[config.mk]
export PLATFORM = sky130hd
export DESIGN_NAME = contiguous_core_block_allocator_unit
export DESIGN_NICKNAME = d
export VERILOG_FILES = /design/src/ccba_pkg.sv /design/src/ccba_ctrl.sv /design/src/ccba_dpath.sv /design/src/contiguous_core_block_allocator_unit.sv
export SDC_FILE = /design/constraint.sdc
export NUM_CORES = 1
export LEC_CHECK = 0
export ABC_AREA = 1
export BUFFER_PORTS_ARGS = -buffer_cell sky130_fd_sc_hd__buf_4
export CAP_MARGIN = 10
export CORE_MARGIN = 10
export CORE_UTILIZATION = 40
export DETAILED_ROUTE_END_ITERATION = 7
export SLEW_MARGIN = 10
export SYNTH_ARGS = -nofsm -noshare
export SYNTH_HDL_FRONTEND = slang
export SYNTH_SLANG_ARGS = --single-unit
[constraint.sdc]
create_clock -name i_clk -period 13.4 [get_ports i_clk]
set_input_delay 2.68 -clock i_clk [delete_from_list [all_inputs] [get_ports i_clk]]
set_output_delay 2.68 -clock i_clk [all_outputs]
set_load 0.01 [all_outputs]
[src/ccba_pkg.sv]
`timescale 1ns / 1ps

package ccba_pkg;

    // Field widths of the stream items and of the configuration port.
    localparam int CNT_W       = 7;
    localparam int ID_W        = 6;
    localparam int STAT_W      = 2;
    localparam int MASK_W      = 64;
    localparam int IN_TDATA_W  = 80;
    localparam int OUT_TDATA_W = 8;
    localparam int CFG_W       = 64;
    localparam int CFG_AW      = 1;

    // Configuration register indexes.
    localparam logic [CFG_AW-1:0] CFG_SEG_MASK   = 1'd0;
    localparam logic [CFG_AW-1:0] CFG_CORE_COUNT = 1'd1;

    // Result status codes.
    localparam logic [STAT_W-1:0] STAT_GRANT   = 2'd0;
    localparam logic [STAT_W-1:0] STAT_ZERO    = 2'd1;
    localparam logic [STAT_W-1:0] STAT_NOSPACE = 2'd2;
    localparam logic [STAT_W-1:0] STAT_LOAD    = 2'd3;

    typedef enum logic [2:0] {
        ST_IDLE,
        ST_COUNT,
        ST_FIT,
        ST_BEST,
        ST_EMIT,
        ST_FINAL,
        ST_RESP
    } t_state;

    typedef enum logic [2:0] {
        CMD_NONE,
        CMD_COUNT,
        CMD_FIT,
        CMD_BEST,
        CMD_EMIT,
        CMD_FINAL,
        CMD_RESP
    } t_op;

    typedef struct packed {
        t_op               op;
        logic              accept;
        logic [STAT_W-1:0] code;
    } t_cmd;

    typedef struct packed {
        logic in_load;
        logic in_zero;
        logic in_last;
        logic scan_done;
        logic full;
        logic shot_gt1;
        logic best_any;
        logic out_free;
    } t_status;

endpackage

[src/ccba_ctrl.sv]
`timescale 1ns / 1ps

module ccba_ctrl (
    input  logic                i_clk,
    input  logic                i_rst_n,
    input  logic                i_in_valid,
    input  ccba_pkg::t_status   i_status,
    output logic                o_in_ready,
    output ccba_pkg::t_cmd      o_cmd
);

    ccba_pkg::t_state r_state, n_state;
    logic [ccba_pkg::STAT_W-1:0] r_code, n_code;

    // State and response code registers.
    always_ff @(posedge i_clk) begin
        if (!i_rst_n) begin
            r_state <= ccba_pkg::ST_IDLE;
            r_code  <= ccba_pkg::STAT_GRANT;
        end else begin
            r_state <= n_state;
            r_code  <= n_code;
        end
    end

    // Next state logic.
    always_comb begin
        n_state = r_state;
        n_code  = r_code;
        unique case (r_state)
            ccba_pkg::ST_IDLE: begin
                if (i_in_valid) begin
                    priority if (i_status.in_load) begin
                        n_state = ccba_pkg::ST_RESP;
                        n_code  = ccba_pkg::STAT_LOAD;
                    end else if (i_status.in_zero) begin
                        n_state = ccba_pkg::ST_RESP;
                        n_code  = ccba_pkg::STAT_ZERO;
                    end else if (i_status.in_last) begin
                        n_state = ccba_pkg::ST_COUNT;
                    end else begin
                        n_state = ccba_pkg::ST_FIT;
                    end
                end
            end
            ccba_pkg::ST_COUNT: begin
                if (i_status.scan_done) n_state = ccba_pkg::ST_FIT;
            end
            ccba_pkg::ST_FIT: begin
                if (i_status.scan_done) begin
                    priority if (i_status.full) begin
                        n_state = ccba_pkg::ST_EMIT;
                    end else if (i_status.shot_gt1) begin
                        n_state = ccba_pkg::ST_BEST;
                    end else begin
                        n_state = ccba_pkg::ST_RESP;
                        n_code  = ccba_pkg::STAT_NOSPACE;
                    end
                end
            end
            ccba_pkg::ST_BEST: begin
                if (i_status.scan_done) begin
                    if (i_status.best_any) begin
                        n_state = ccba_pkg::ST_EMIT;
                    end else begin
                        n_state = ccba_pkg::ST_RESP;
                        n_code  = ccba_pkg::STAT_NOSPACE;
                    end
                end
            end
            ccba_pkg::ST_EMIT: begin
                if (i_status.scan_done) n_state = ccba_pkg::ST_FINAL;
            end
            ccba_pkg::ST_FINAL,
            ccba_pkg::ST_RESP: begin
                if (i_status.out_free) n_state = ccba_pkg::ST_IDLE;
            end
            default: n_state = ccba_pkg::ST_IDLE;
        endcase
    end

    // Command outputs.
    always_comb begin
        o_cmd.op     = ccba_pkg::CMD_NONE;
        o_cmd.accept = 1'b0;
        o_cmd.code   = r_code;
        o_in_ready   = 1'b0;
        unique case (r_state)
            ccba_pkg::ST_IDLE: begin
                o_in_ready   = 1'b1;
                o_cmd.accept = i_in_valid;
            end
            ccba_pkg::ST_COUNT: o_cmd.op = ccba_pkg::CMD_COUNT;
            ccba_pkg::ST_FIT:   o_cmd.op = ccba_pkg::CMD_FIT;
            ccba_pkg::ST_BEST:  o_cmd.op = ccba_pkg::CMD_BEST;
            ccba_pkg::ST_EMIT:  o_cmd.op = ccba_pkg::CMD_EMIT;
            ccba_pkg::ST_FINAL: o_cmd.op = ccba_pkg::CMD_FINAL;
            ccba_pkg::ST_RESP:  o_cmd.op = ccba_pkg::CMD_RESP;
            default:            o_cmd.op = ccba_pkg::CMD_NONE;
        endcase
    end

endmodule

[src/ccba_dpath.sv]
`timescale 1ns / 1ps

module ccba_dpath #(
    parameter int MAX_CORES = 64
) (
    input  logic                                 i_clk,
    input  logic                                 i_rst_n,
    input  ccba_pkg::t_cmd                       i_cmd,
    output ccba_pkg::t_status                    o_status,
    // Input item fields.
    input  logic                                 i_op,
    input  logic [ccba_pkg::MASK_W-1:0]          i_free_mask,
    input  logic [ccba_pkg::CNT_W-1:0]           i_max_cores,
    input  logic [ccba_pkg::CNT_W-1:0]           i_cores_per_shot,
    input  logic                                 i_last_one,
    // Configuration writes.
    input  logic                                 i_cfg_we,
    input  logic [ccba_pkg::CFG_AW-1:0]          i_cfg_addr,
    input  logic [ccba_pkg::CFG_W-1:0]           i_cfg_data,
    // Result register.
    input  logic                                 i_out_ready,
    output logic                                 o_out_valid,
    output logic [ccba_pkg::ID_W-1:0]            o_core_id,
    output logic [ccba_pkg::STAT_W-1:0]          o_stat,
    output logic                                 o_last
);

    localparam int PW = $clog2(MAX_CORES + 1);
    localparam int IW = (MAX_CORES > 1) ? $clog2(MAX_CORES) : 1;
    localparam logic [ccba_pkg::CNT_W-1:0] MAX_N = ccba_pkg::CNT_W'(MAX_CORES);

    logic [ccba_pkg::MASK_W-1:0] r_seg_mask;
    logic [ccba_pkg::CNT_W-1:0]  r_core_count;

    logic [MAX_CORES-1:0]        r_map, n_map;
    logic [MAX_CORES-1:0]        r_snap, n_snap;
    logic [MAX_CORES-1:0]        r_run, n_run;
    logic [MAX_CORES-1:0]        r_best_mask, n_best_mask;
    logic [PW-1:0]               r_pos, n_pos;
    logic [ccba_pkg::CNT_W-1:0]  r_cnt, n_cnt;
    logic [ccba_pkg::CNT_W-1:0]  r_fc, n_fc;
    logic [ccba_pkg::CNT_W-1:0]  r_budget, n_budget;
    logic [ccba_pkg::CNT_W-1:0]  r_shot, n_shot;
    logic [ccba_pkg::CNT_W-1:0]  r_cap, n_cap;
    logic [ccba_pkg::CNT_W-1:0]  r_best_len, n_best_len;
    logic                        r_full, n_full;
    logic                        r_pend_v, n_pend_v;
    logic [ccba_pkg::ID_W-1:0]   r_pend_id, n_pend_id;
    logic                        r_out_valid, n_out_valid;
    logic [ccba_pkg::ID_W-1:0]   r_out_id, n_out_id;
    logic [ccba_pkg::STAT_W-1:0] r_out_stat, n_out_stat;
    logic                        r_out_last, n_out_last;

    logic [PW-1:0]               w_n;
    logic [MAX_CORES-1:0]        w_exist;
    logic [IW-1:0]               w_idx;
    logic [MAX_CORES-1:0]        w_bit;
    logic                        w_seg;
    logic                        w_free;
    logic [ccba_pkg::CNT_W-1:0]  w_cnt_base;
    logic [MAX_CORES-1:0]        w_run_base;
    logic [ccba_pkg::CNT_W-1:0]  w_c;
    logic [MAX_CORES-1:0]        w_rm;
    logic                        w_end;
    logic                        w_done;
    logic                        w_out_free;
    logic [ccba_pkg::CNT_W-1:0]  w_shot_m1;

    // Cores that exist: core_count saturated to the bitmap size.
    always_comb begin
        w_n = (r_core_count > MAX_N) ? PW'(MAX_CORES) : PW'(r_core_count);
        for (int i = 0; i < MAX_CORES; i++) begin
            w_exist[i] = (PW'(i) < w_n);
        end
    end

    // Run tracking at the scan position; a segment start restarts the run.
    always_comb begin
        w_idx      = r_pos[IW-1:0];
        w_bit      = MAX_CORES'(1) << w_idx;
        w_seg      = (r_pos == '0) || r_seg_mask[w_idx];
        w_free     = r_map[w_idx];
        w_cnt_base = w_seg ? '0 : r_cnt;
        w_run_base = w_seg ? '0 : r_run;
        w_c        = w_cnt_base + ccba_pkg::CNT_W'(1);
        w_rm       = w_run_base | w_bit;
        w_end      = (r_pos >= w_n);
        w_out_free = !r_out_valid || i_out_ready;
        w_shot_m1  = r_shot - ccba_pkg::CNT_W'(1);
    end

    // End of the current scan.
    always_comb begin
        unique case (i_cmd.op)
            ccba_pkg::CMD_FIT:  w_done = w_end || (r_budget < r_shot);
            ccba_pkg::CMD_BEST: w_done = w_end || (r_best_len == r_cap);
            default:            w_done = w_end;
        endcase
    end

    // Status toward the controller.
    always_comb begin
        o_status.in_load   = !i_op;
        o_status.in_zero   = (i_max_cores == '0);
        o_status.in_last   = i_last_one;
        o_status.scan_done = w_done;
        o_status.full      = r_full;
        o_status.shot_gt1  = (r_shot > ccba_pkg::CNT_W'(1));
        o_status.best_any  = (r_best_len != '0);
        o_status.out_free  = w_out_free;
    end

    // Per-cycle datapath step selected by the command.
    always_comb begin
        n_map       = r_map;
        n_snap      = r_snap;
        n_run       = r_run;
        n_best_mask = r_best_mask;
        n_pos       = r_pos;
        n_cnt       = r_cnt;
        n_fc        = r_fc;
        n_budget    = r_budget;
        n_shot      = r_shot;
        n_cap       = r_cap;
        n_best_len  = r_best_len;
        n_full      = r_full;
        n_pend_v    = r_pend_v;
        n_pend_id   = r_pend_id;
        n_out_valid = r_out_valid && !i_out_ready;
        n_out_id    = r_out_id;
        n_out_stat  = r_out_stat;
        n_out_last  = r_out_last;

        if (i_cmd.accept) begin
            if (!i_op) begin
                n_map = i_free_mask[MAX_CORES-1:0] & w_exist;
            end
            n_snap      = r_map;
            n_pos       = '0;
            n_cnt       = '0;
            n_run       = '0;
            n_fc        = '0;
            n_budget    = i_max_cores;
            n_shot      = (i_cores_per_shot == '0) ? ccba_pkg::CNT_W'(1) : i_cores_per_shot;
            n_full      = 1'b0;
            n_best_len  = '0;
            n_best_mask = '0;
            n_pend_v    = 1'b0;
        end

        unique case (i_cmd.op)
            ccba_pkg::CMD_NONE: begin
            end
            ccba_pkg::CMD_COUNT: begin
                if (w_done) begin
                    if (r_fc > r_budget) n_budget = r_fc;
                    n_pos = '0;
                end else begin
                    if (w_free) n_fc = r_fc + ccba_pkg::CNT_W'(1);
                    n_pos = r_pos + PW'(1);
                end
            end
            ccba_pkg::CMD_FIT: begin
                if (w_done) begin
                    n_pos = '0;
                    n_cnt = '0;
                    n_run = '0;
                    n_cap = (r_budget < w_shot_m1) ? r_budget : w_shot_m1;
                end else begin
                    n_pos = r_pos + PW'(1);
                    if (!w_free) begin
                        n_cnt = '0;
                        n_run = '0;
                    end else if (w_c == r_shot) begin
                        // A whole block is free: take it.
                        n_map    = r_map & ~w_rm;
                        n_budget = r_budget - r_shot;
                        n_full   = 1'b1;
                        n_cnt    = '0;
                        n_run    = '0;
                    end else begin
                        n_cnt = w_c;
                        n_run = w_rm;
                    end
                end
            end
            ccba_pkg::CMD_BEST: begin
                if (w_done) begin
                    n_map = r_map & ~r_best_mask;
                    n_pos = '0;
                end else begin
                    n_pos = r_pos + PW'(1);
                    if (!w_free) begin
                        n_cnt = '0;
                        n_run = '0;
                    end else begin
                        n_cnt = w_c;
                        n_run = w_rm;
                        // First run that reaches a new width is the first fit for it.
                        if (w_c > r_best_len) begin
                            n_best_len  = w_c;
                            n_best_mask = w_rm;
                        end
                    end
                end
            end
            ccba_pkg::CMD_EMIT: begin
                if (!w_done) begin
                    if (r_snap[w_idx] && !r_map[w_idx]) begin
                        // One grant is held back so the final one can carry last.
                        if (!r_pend_v) begin
                            n_pend_v  = 1'b1;
                            n_pend_id = ccba_pkg::ID_W'(w_idx);
                            n_pos     = r_pos + PW'(1);
                        end else if (w_out_free) begin
                            n_out_valid = 1'b1;
                            n_out_id    = r_pend_id;
                            n_out_stat  = ccba_pkg::STAT_GRANT;
                            n_out_last  = 1'b0;
                            n_pend_id   = ccba_pkg::ID_W'(w_idx);
                            n_pos       = r_pos + PW'(1);
                        end
                    end else begin
                        n_pos = r_pos + PW'(1);
                    end
                end
            end
            ccba_pkg::CMD_FINAL: begin
                if (w_out_free) begin
                    n_out_valid = 1'b1;
                    n_out_id    = r_pend_id;
                    n_out_stat  = ccba_pkg::STAT_GRANT;
                    n_out_last  = 1'b1;
                    n_pend_v    = 1'b0;
                end
            end
            ccba_pkg::CMD_RESP: begin
                if (w_out_free) begin
                    n_out_valid = 1'b1;
                    n_out_id    = '0;
                    n_out_stat  = i_cmd.code;
                    n_out_last  = 1'b1;
                end
            end
            default: begin
            end
        endcase
    end

    // Control and state registers.
    always_ff @(posedge i_clk) begin
        if (!i_rst_n) begin
            r_seg_mask   <= ccba_pkg::MASK_W'(1);
            r_core_count <= ccba_pkg::CNT_W'(64);
            r_map        <= '0;
            r_out_valid  <= 1'b0;
            r_pend_v     <= 1'b0;
            r_full       <= 1'b0;
        end else begin
            if (i_cfg_we) begin
                if (i_cfg_addr == ccba_pkg::CFG_SEG_MASK) r_seg_mask <= i_cfg_data;
                if (i_cfg_addr == ccba_pkg::CFG_CORE_COUNT) begin
                    r_core_count <= i_cfg_data[ccba_pkg::CNT_W-1:0];
                end
            end
            r_map       <= n_map;
            r_out_valid <= n_out_valid;
            r_pend_v    <= n_pend_v;
            r_full      <= n_full;
        end
    end

    // Payload registers.
    always_ff @(posedge i_clk) begin
        r_snap      <= n_snap;
        r_run       <= n_run;
        r_best_mask <= n_best_mask;
        r_pos       <= n_pos;
        r_cnt       <= n_cnt;
        r_fc        <= n_fc;
        r_budget    <= n_budget;
        r_shot      <= n_shot;
        r_cap       <= n_cap;
        r_best_len  <= n_best_len;
        r_pend_id   <= n_pend_id;
        r_out_id    <= n_out_id;
        r_out_stat  <= n_out_stat;
        r_out_last  <= n_out_last;
    end

    assign o_out_valid = r_out_valid;
    assign o_core_id   = r_out_id;
    assign o_stat      = r_out_stat;
    assign o_last      = r_out_last;

    // The bitmap gains free cores only through a load.
    a_map_only_load: assert property (@(posedge i_clk) disable iff (!i_rst_n)
        !(i_cmd.accept && !i_op) |=> ((r_map & ~$past(r_map)) == '0))
        else $error("free bitmap gained cores outside a load");

    // The block pass never takes more than the budget.
    a_budget_no_wrap: assert property (@(posedge i_clk) disable iff (!i_rst_n)
        (i_cmd.op == ccba_pkg::CMD_FIT) |=> (r_budget <= $past(r_budget)))
        else $error("budget wrapped in block pass");

    // The best-run search never exceeds its width limit.
    a_best_cap: assert property (@(posedge i_clk) disable iff (!i_rst_n)
        (i_cmd.op == ccba_pkg::CMD_BEST) |-> (r_best_len <= r_cap))
        else $error("best run wider than its limit");

    // A final grant is only sent with a grant held back.
    a_final_pend: assert property (@(posedge i_clk) disable iff (!i_rst_n)
        (i_cmd.op == ccba_pkg::CMD_FINAL) |-> r_pend_v)
        else $error("final grant without pending core");

endmodule

[src/contiguous_core_block_allocator_unit.sv]
// Sequence: a load or a zero-budget request goes straight to the response; an allocation
// scans the bitmap over the existing cores: an optional free-count scan, the block scan,
// the narrower-run scan when no block fits and blocks exceed one core, and the grant scan.
// Throughput: one item at a time; the next is taken once the last result is loaded.
// Reset (synchronous, active low) clears the bitmap to no free core, sets the segment mask to 1
// and the core count to 64, and empties the result register.
`timescale 1ns / 1ps

module contiguous_core_block_allocator_unit #(
    parameter int MAX_CORES = 64
) (
    input  logic                                  i_clk,
    input  logic                                  i_rst_n,
    input  logic                                  s_axis_tvalid,
    output logic                                  s_axis_tready,
    // free_mask[63:0], max_cores[70:64], cores_per_shot[77:71], zero fill
    input  logic [ccba_pkg::IN_TDATA_W-1:0]       s_axis_tdata,
    // op
    input  logic                                  s_axis_tuser,
    input  logic                                  s_axis_tlast,
    output logic                                  m_axis_tvalid,
    input  logic                                  m_axis_tready,
    // core_id[5:0], zero fill
    output logic [ccba_pkg::OUT_TDATA_W-1:0]      m_axis_tdata,
    // status[1:0]
    output logic [ccba_pkg::STAT_W-1:0]           m_axis_tuser,
    output logic                                  m_axis_tlast,
    input  logic                                  i_cfg_we,
    input  logic [ccba_pkg::CFG_AW-1:0]           i_cfg_addr,
    input  logic [ccba_pkg::CFG_W-1:0]            i_cfg_data
);

    ccba_pkg::t_cmd            w_cmd;
    ccba_pkg::t_status         w_status;
    logic [ccba_pkg::ID_W-1:0] w_core_id;

    ccba_ctrl u_ctrl (
        .i_clk      (i_clk),
        .i_rst_n    (i_rst_n),
        .i_in_valid (s_axis_tvalid),
        .i_status   (w_status),
        .o_in_ready (s_axis_tready),
        .o_cmd      (w_cmd)
    );

    ccba_dpath #(
        .MAX_CORES (MAX_CORES)
    ) u_dpath (
        .i_clk            (i_clk),
        .i_rst_n          (i_rst_n),
        .i_cmd            (w_cmd),
        .o_status         (w_status),
        .i_op             (s_axis_tuser),
        .i_free_mask      (s_axis_tdata[63:0]),
        .i_max_cores      (s_axis_tdata[70:64]),
        .i_cores_per_shot (s_axis_tdata[77:71]),
        .i_last_one       (s_axis_tlast),
        .i_cfg_we         (i_cfg_we),
        .i_cfg_addr       (i_cfg_addr),
        .i_cfg_data       (i_cfg_data),
        .i_out_ready      (m_axis_tready),
        .o_out_valid      (m_axis_tvalid),
        .o_core_id        (w_core_id),
        .o_stat           (m_axis_tuser),
        .o_last           (m_axis_tlast)
    );

    assign m_axis_tdata = {2'b00, w_core_id};

endmodule
==> Word level (Yosys, flattened, before mapping) <==
Index checks and enable logic that the tools add are counted.
{ "classes": {"n_mux": 121, "reduce_logical": 28, "addsub": 5, "eq_ne": 31, "order_cmp": 72, "bitwise_logic": 8, "shifts": 1} }
{ "ops": {"columns": ["op", "n"], "rows": [
  ["two-way mux 64 bit", 18],
  ["one-hot mux 64 bit (2 select lines)", 2],
  ["< comparator 6 x 7 -> 1 bit, first input constant", 32],
  ["two-way mux 7 bit", 30],
  ["AND 64 bit", 3],
  ["inverter 64 bit", 2],
  ["< comparator 5 x 7 -> 1 bit, first input constant", 16],
  ["bitwise OR 64 bit", 1],
  ["left shift 1 x 6 -> 64 bit, first input constant", 1],
  ["< comparator 4 x 7 -> 1 bit, first input constant", 8],
  ["two-way mux 6 bit", 7],
  ["one-hot mux 7 bit (2 select lines)", 3],
  ["one-hot mux 3 bit (6 select lines)", 2],
  ["two-way mux 2 bit", 15],
  ["two-way mux 3 bit", 10],
  ["< comparator 3 x 7 -> 1 bit, first input constant", 4],
  ["two-way mux 1 bit", 24],
  ["adder 7 x 1 -> 7 bit, second input constant", 3],
  ["zero test 7 bit", 3],
  ["!= test 2 x 1 -> 1 bit, second input constant", 10],
  ["binary-select mux 1 bit (select 6 bit)", 3],
  ["== test 3 bit, second input constant", 6],
  ["one-hot mux 6 bit (3 select lines)", 1],
  ["== test 7 bit", 2],
  ["other kinds (31)", 60]
]} }
{ "totals": {"output_inout_bits": 13, "in_bits": 152, "ff_bits": 399, "word_cells": 288} }

==> Longest topological paths before layout <==
{ "depth": {"depth_word": 11, "mapped_depth": 33, "depth_no_buf": 27} }

==> Hierarchy <==
Synthesis repeated with hierarchy kept, for this count alone.
{ "unflattened": {"hier_cells": 3294, "hier_area_um2": 22798.1} }
{ "modules_own_cells": {"columns": ["mod", "cells_per_inst", "seq_area_each_um2", "area_each_um2", "n_inst"], "rows": [
  ["ccba_dpath", 3208, 8818.5, 22303.9, 1],
  ["ccba_ctrl", 83, 100.1, 475.5, 1],
  ["contiguous_core_block_allocator_unit", 3, 0.0, 18.8, 1]
]} }

==> Least setup slack after synthesis <==
OpenSTA, ideal clock, no wires.
{ "synth_path": {"path_kind": "in2reg", "from": "input port s_axis_tvalid", "to": "register u_dpath.r_shot[0] (netlist bit) (enable)", "stages": 3, "path_buffers": 1, "t_arrival_ps": 5076, "setup_slack_ps": 7860, "setup_ps": 464, "t_required_ps": 12936, "cell_sequence": "inv_1 > nor2_4 > clkbuf_1"} }
{ "synth_lines": {"columns": ["item", "line_no", "source"], "rows": [
  ["start: declaration", "contiguous_core_block_allocator_unit.sv:14", "input logic s_axis_tvalid,"],
  ["end signal: assignment", "ccba_dpath.sv:282", "r_shot <= n_shot;"],
  ["end: declaration", "ccba_dpath.sv:43", "logic [ccba_pkg::CNT_W-1:0] r_shot, n_shot;"]
]} }

==> Worst setup path in the final report <==
{ "layout_path": {"from": "register u_dpath.r_pos[0]", "to": "register u_dpath.r_best_mask[42]"} }
{ "layout_via": {"elab_chain_len": 10, "word_cells_on_any_way": 20, "classes_between": "add/sub: 1; order compare: 2; shift: 1; mux: 11; bitwise: 1; reduce/logical: 4"} }
{ "layout_rtl": {"columns": ["item", "line_no", "source"], "rows": [
  ["start: declaration", "ccba_dpath.sv:39", "logic [PW-1:0] r_pos, n_pos;"],
  ["start signal: assignment", "ccba_dpath.sv:278", "r_pos <= n_pos;"],
  ["binary-select mux 1 bit (select 6 bit)", "ccba_dpath.sv:81", "w_seg = (r_pos == '0) || r_seg_mask[w_idx];"],
  ["two-way mux 1 bit (implied by the code)", "ccba_dpath.sv:81", null],
  ["logical OR 1 bit", "ccba_dpath.sv:81", null],
  ["two-way mux 7 bit", "ccba_dpath.sv:83", "w_cnt_base = w_seg ? '0 : r_cnt;"],
  ["adder 7 x 1 -> 7 bit", "ccba_dpath.sv:85", "w_c = w_cnt_base + ccba_pkg::CNT_W'(1);"],
  ["> comparator 7 bit", "ccba_dpath.sv:200", "if (w_c > r_best_len) begin"],
  ["two-way mux 64 bit", "ccba_dpath.sv:200", null],
  ["two-way mux 64 bit", "ccba_dpath.sv:193", "if (!w_free) begin"],
  ["two-way mux 64 bit (*)", "ccba_dpath.sv:188", "if (w_done) begin"],
  ["two-way mux 64 bit (*)", "ccba_dpath.sv:151", "unique case (i_cmd.op)"],
  ["named net u_dpath.n_best_mask[42]", "ccba_dpath.sv:38", "logic [MAX_CORES-1:0] r_best_mask, n_best_mask;"],
  ["end signal: assignment", "ccba_dpath.sv:277", "r_best_mask <= n_best_mask;"],
  ["end: declaration", "ccba_dpath.sv:38", null]
]} }
The timed path passes the listed nets; every way through them passes the cells marked *. The select of a mux whose other input is x is not followed.
A chain may end at the register's enable or synchronous reset.

==> results.rst <==
.. list-table::
   :header-rows: 1

   * - Metric
     - Value
   * - Result of the run
     - completed
   * - Global-route wire length before repair
     - around 130000 microns
   * - Horizontal die dimension
     - 259.7 microns
   * - Worst Hold Launch
     - u_dpath.r_seg_mask[21]$_SDFFE_PN0P_
   * - Synthesized instance count
     - ~3300
   * - Worst hold path endpoint
     - u_dpath.r_seg_mask[21]$_SDFFE_PN0P_
   * - Avg Inst Size Synth
     - roughly 6.9 sq um
   * - Post-synth EDFFs
     - between 90 and 100
   * - Pin count of the biggest net entering global routing
     - just under 100
   * - Power per unit of standard cell area
     - roughly 210 nW/um^2
   * - Area of the multi-input gates
     - ~12000 sq um
   * - Most used flip-flop cell after synthesis
     - dfxtp_1
   * - Final Routed Wirelength
     - about 89000 microns
   * - Post-route setup TNS
     - 0 ns
   * - CP required
     - around 14 ns
   * - 1st-iter DRT viols
     - about 2600
   * - Sequential area share after synthesis
     - 0.3882
   * - Unrepaired setup endpoints after global routing
     - false
   * - Synth warnings
     - 0
   * - Ranking of synthesized cells by area
     - dfxtp_1, nand2_1, edfxtp_1
   * - Worst hold margin
     - 0.4538 ns
   * - Met1 global-route usage
     - 0.3296
   * - Area of the mapped netlist
     - ~23000 sq um
   * - Least-Margin Pin Slew
     - 1.259 ns
   * - Top fanout value on the critical path
     - approximately 90
   * - CP Capture Type
     - flip-flop
   * - Cts bufs inserted
     - 46
   * - Clock tree from TritonCTS
     - yes
   * - GRT Total Usage
     - 0.2543
   * - Average wire per cell in the routed design
     - 21.46 microns
   * - Clock period minus final worst setup slack
     - slightly below 7 ns
   * - MaxCap Viol Count
     - 0
   * - Die footprint
     - around 67000 sq um
   * - Yosys cell types
     - between 50 and 60
   * - Detailed placement HPWL
     - 54310 microns
   * - Global routing met2 resource utilization
     - 0.4080
   * - Global-route track usage on met3
     - 0.04464
   * - Share of cells above drive strength 1
     - 0.09535
   * - Worst reg-to-reg setup slack
     - ~6.6 ns
   * - Worst Setup Start Kind
     - flip-flop
   * - Number of storage elements in the synthesis netlist
     - 399
   * - Remaining Overflow, GRT
     - 0
   * - Via density per instance
     - between 5 and 6
   * - Root buf cell
     - clkbuf_16
   * - Die H
     - 259.7 microns
   * - Area growth from synthesis to final layout
     - 13.33%
   * - Number of fill cells in the layout
     - just under 6000
   * - Cell row count
     - 87
   * - Worst reg2reg startpoint
     - u_dpath.r_pos[0]$_DFF_P_
   * - Antenna Diode Count
     - 0
   * - Kind of critical path
     - reg -> reg
   * - CTS sink count
     - ~400
   * - Data arrival time of the worst path
     - between 7 and 8 ns
   * - Register-to-Register Path Depth
     - 25
   * - Leakage power
     - roughly 0.011 uW
   * - First-pass DRT Iterations
     - 6
   * - Async set-or-reset flop fraction in the synthesized netlist
     - 0
   * - Via count of the first global-routing pass
     - about 22000
   * - Setup-failing EPs final
     - 0
   * - Largest area contributor in the synthesized netlist
     - dfxtp_1
   * - Number of post-CTS setup repair buffers
     - 0
   * - Most frequent cell after synthesis
     - nand2_1
   * - R2r endpoint
     - u_dpath.r_best_mask[42]$_DFF_P_
   * - Rel. slew slack
     - 0.1577
   * - Remaining routing DRC violations
     - 0
   * - Antenna-violating nets left
     - 0
   * - Total count of max-transition violations in the final report
     - 0
   * - Sequential cell area
     - 8924 sq um
   * - Final weighted congestion in routability-driven placement
     - between 0.9 and 1
   * - Share of the cycle needed by the critical path after routing
     - 0.5083
   * - Post-cts sizing count
     - 0
   * - Class of the worst hold path
     - reg -> reg
   * - Core ar.
     - approximately 57000 sq um
   * - Net count of the finished layout
     - around 3500
   * - Endpoints failing hold
     - 0
   * - Busiest metal layer after global routing
     - met2
   * - Hold bufs inserted after CTS
     - 0
   * - Maximum level of the CTS H-tree
     - 2
   * - Clk_lat worst skew
     - roughly 0.6 ns
   * - Number of ports placed on the die boundary
     - approximately 170
   * - Total number of vias
     - ~24000
   * - Clock buffer depth
     - 3
   * - Cell depth of the worst min-delay path
     - 2
   * - Post-CTS clock slew at the launch and capture registers of the worst setup and hold paths
     - about 0.06 ns
   * - Worst Clk Skew
     - 0.01723 ns
   * - PortBufs
     - 160
   * - Maximum clock frequency
     - 146.8 MHz
   * - Starting utilization of the core area
     - 0.4059
   * - Number of antenna violations at the first check in global routing
     - 0
   * - Share of the synthesized area in the top cell type
     - 0.2667
   * - Most instantiated cells after synthesis
     - nand2_1, o21ai_0, dfxtp_1
   * - Worst supply voltage drop on vdd
     - roughly 240 uV
==> worst max-delay path by stage <==
stage                     depth (start not counted)                     start  slack, ns                         endpoint
final                                            25  u_dpath.r_pos[0]$_DFF_P_       6.59  u_dpath.r_best_mask[42]$_DFF_P_
after global routing                             25  u_dpath.r_pos[0]$_DFF_P_       6.14   u_dpath.r_best_mask[6]$_DFF_P_
after CTS                                        25  u_dpath.r_pos[0]$_DFF_P_       6.69  u_dpath.r_best_mask[45]$_DFF_P_
after detailed placement                         18             s_axis_tvalid       6.39     u_dpath.r_map[53]$_SDFF_PN0_
after global placement                           18             s_axis_tvalid       6.43     u_dpath.r_map[53]$_SDFF_PN0_
after floorplan                                   3             s_axis_tvalid       7.86  u_dpath.r_shot[0]$_SDFFCE_PN1P_
==> layer usage <==
metal	share of wire	routed length, microns
met5	0	0
met4	0.045	4032
met3	0.098	8701
met2	0.45	39580
met1	0.41	36390
==> kinds of logic (layout without fill, tap and decap cells) <==
family          count (synthesis)  after routing  synth area share
flops                         399            399            0.3882
compound gates                908            908            0.2268
fa+ha+maj                      46             46           0.02538
xor+xnor                       23             23          0.008769
other cells                     1              2         0.0001632
buf+inv                       548            599           0.09444
simple gates                 1400           1400            0.2563
==> critical path: stages, from the launching register on <==
cell      delay (ns)
dfxtp_4         0.84
inv_2           0.51
ha_1            0.36
inv_1           0.38
nor2_2          0.09
nand2_1         0.16
nor2_1          0.07
inv_2           0.09
nor2_1          0.07
inv_2           0.10
nand3_2         0.15
clkinv_2        0.10
buf_4           0.72
nand3_1         0.21
nand2_1         0.14
inv_1           0.09
ha_1            0.30
nand2_1         0.06
o21ai_0         0.17
nand3_1         0.09
o211ai_1        0.10
nand3_1         0.19
nor2_4          0.51
buf_4           0.87
nand2_1         0.12
o21ai_1         0.12
==> cells in the final DEF (no fill, tap or decap), types with 49 or more instances in the layout <==
cell type | Yosys | final
inv_1 | 295 | 294
o21ai_0 | 339 | 339
a21oi_1 | 200 | 199
nand3_1 | 156 | 156
o22ai_1 | 86 | 86
dfxtp_1 | 306 | 304
buf_4 | 9 | 196
o21ai_1 | 55 | 55
edfxtp_1 | 93 | 93
clkbuf_16 | 0 | 49
nor2_1 | 236 | 234
nand2_1 | 844 | 841
nand4_1 | 85 | 85
==> through the flow <==
stage	cell area [sq um]	instances	util	worst slack (ns)	total power (uW)
2_1_floorplan	22980	3326	-	7.860	3239
6_report	26040	4133	0.4600	6.589	5421
4_1_cts	26040	4133	0.4600	6.688	5369
5_1_grt	26040	4133	0.4600	6.144	5717
3_3_place_gp	24480	4047	0.4325	6.431	4043
3_5_place_dp	24480	4047	0.4325	6.393	4054
==> registers in the layout (all words and copies together) (netlist names), 64 cells and up <==
signal	count
u_dpath.r_snap	64
u_dpath.r_map	64
u_dpath.r_run	64
u_dpath.r_seg_mask	64
u_dpath.r_best_mask	64
==> where the power goes <==
part	total, uW	switching [uW]	internal [uW]
Sequential	1670	189	1480
Clock	1320	536	783
Combinational	2430	1810	629
==> final cells by class <==
cell class,instances,area share
clock buffers,70,0.05281
clock inverters,16,0.006824
inverters,317,0.04599
multi-input cells,2379,0.4588
flip-flops and latches,399,0.3427
well taps,756,0.03633
repair buffers,196,0.05651
(Power assumes the default switching activity.)
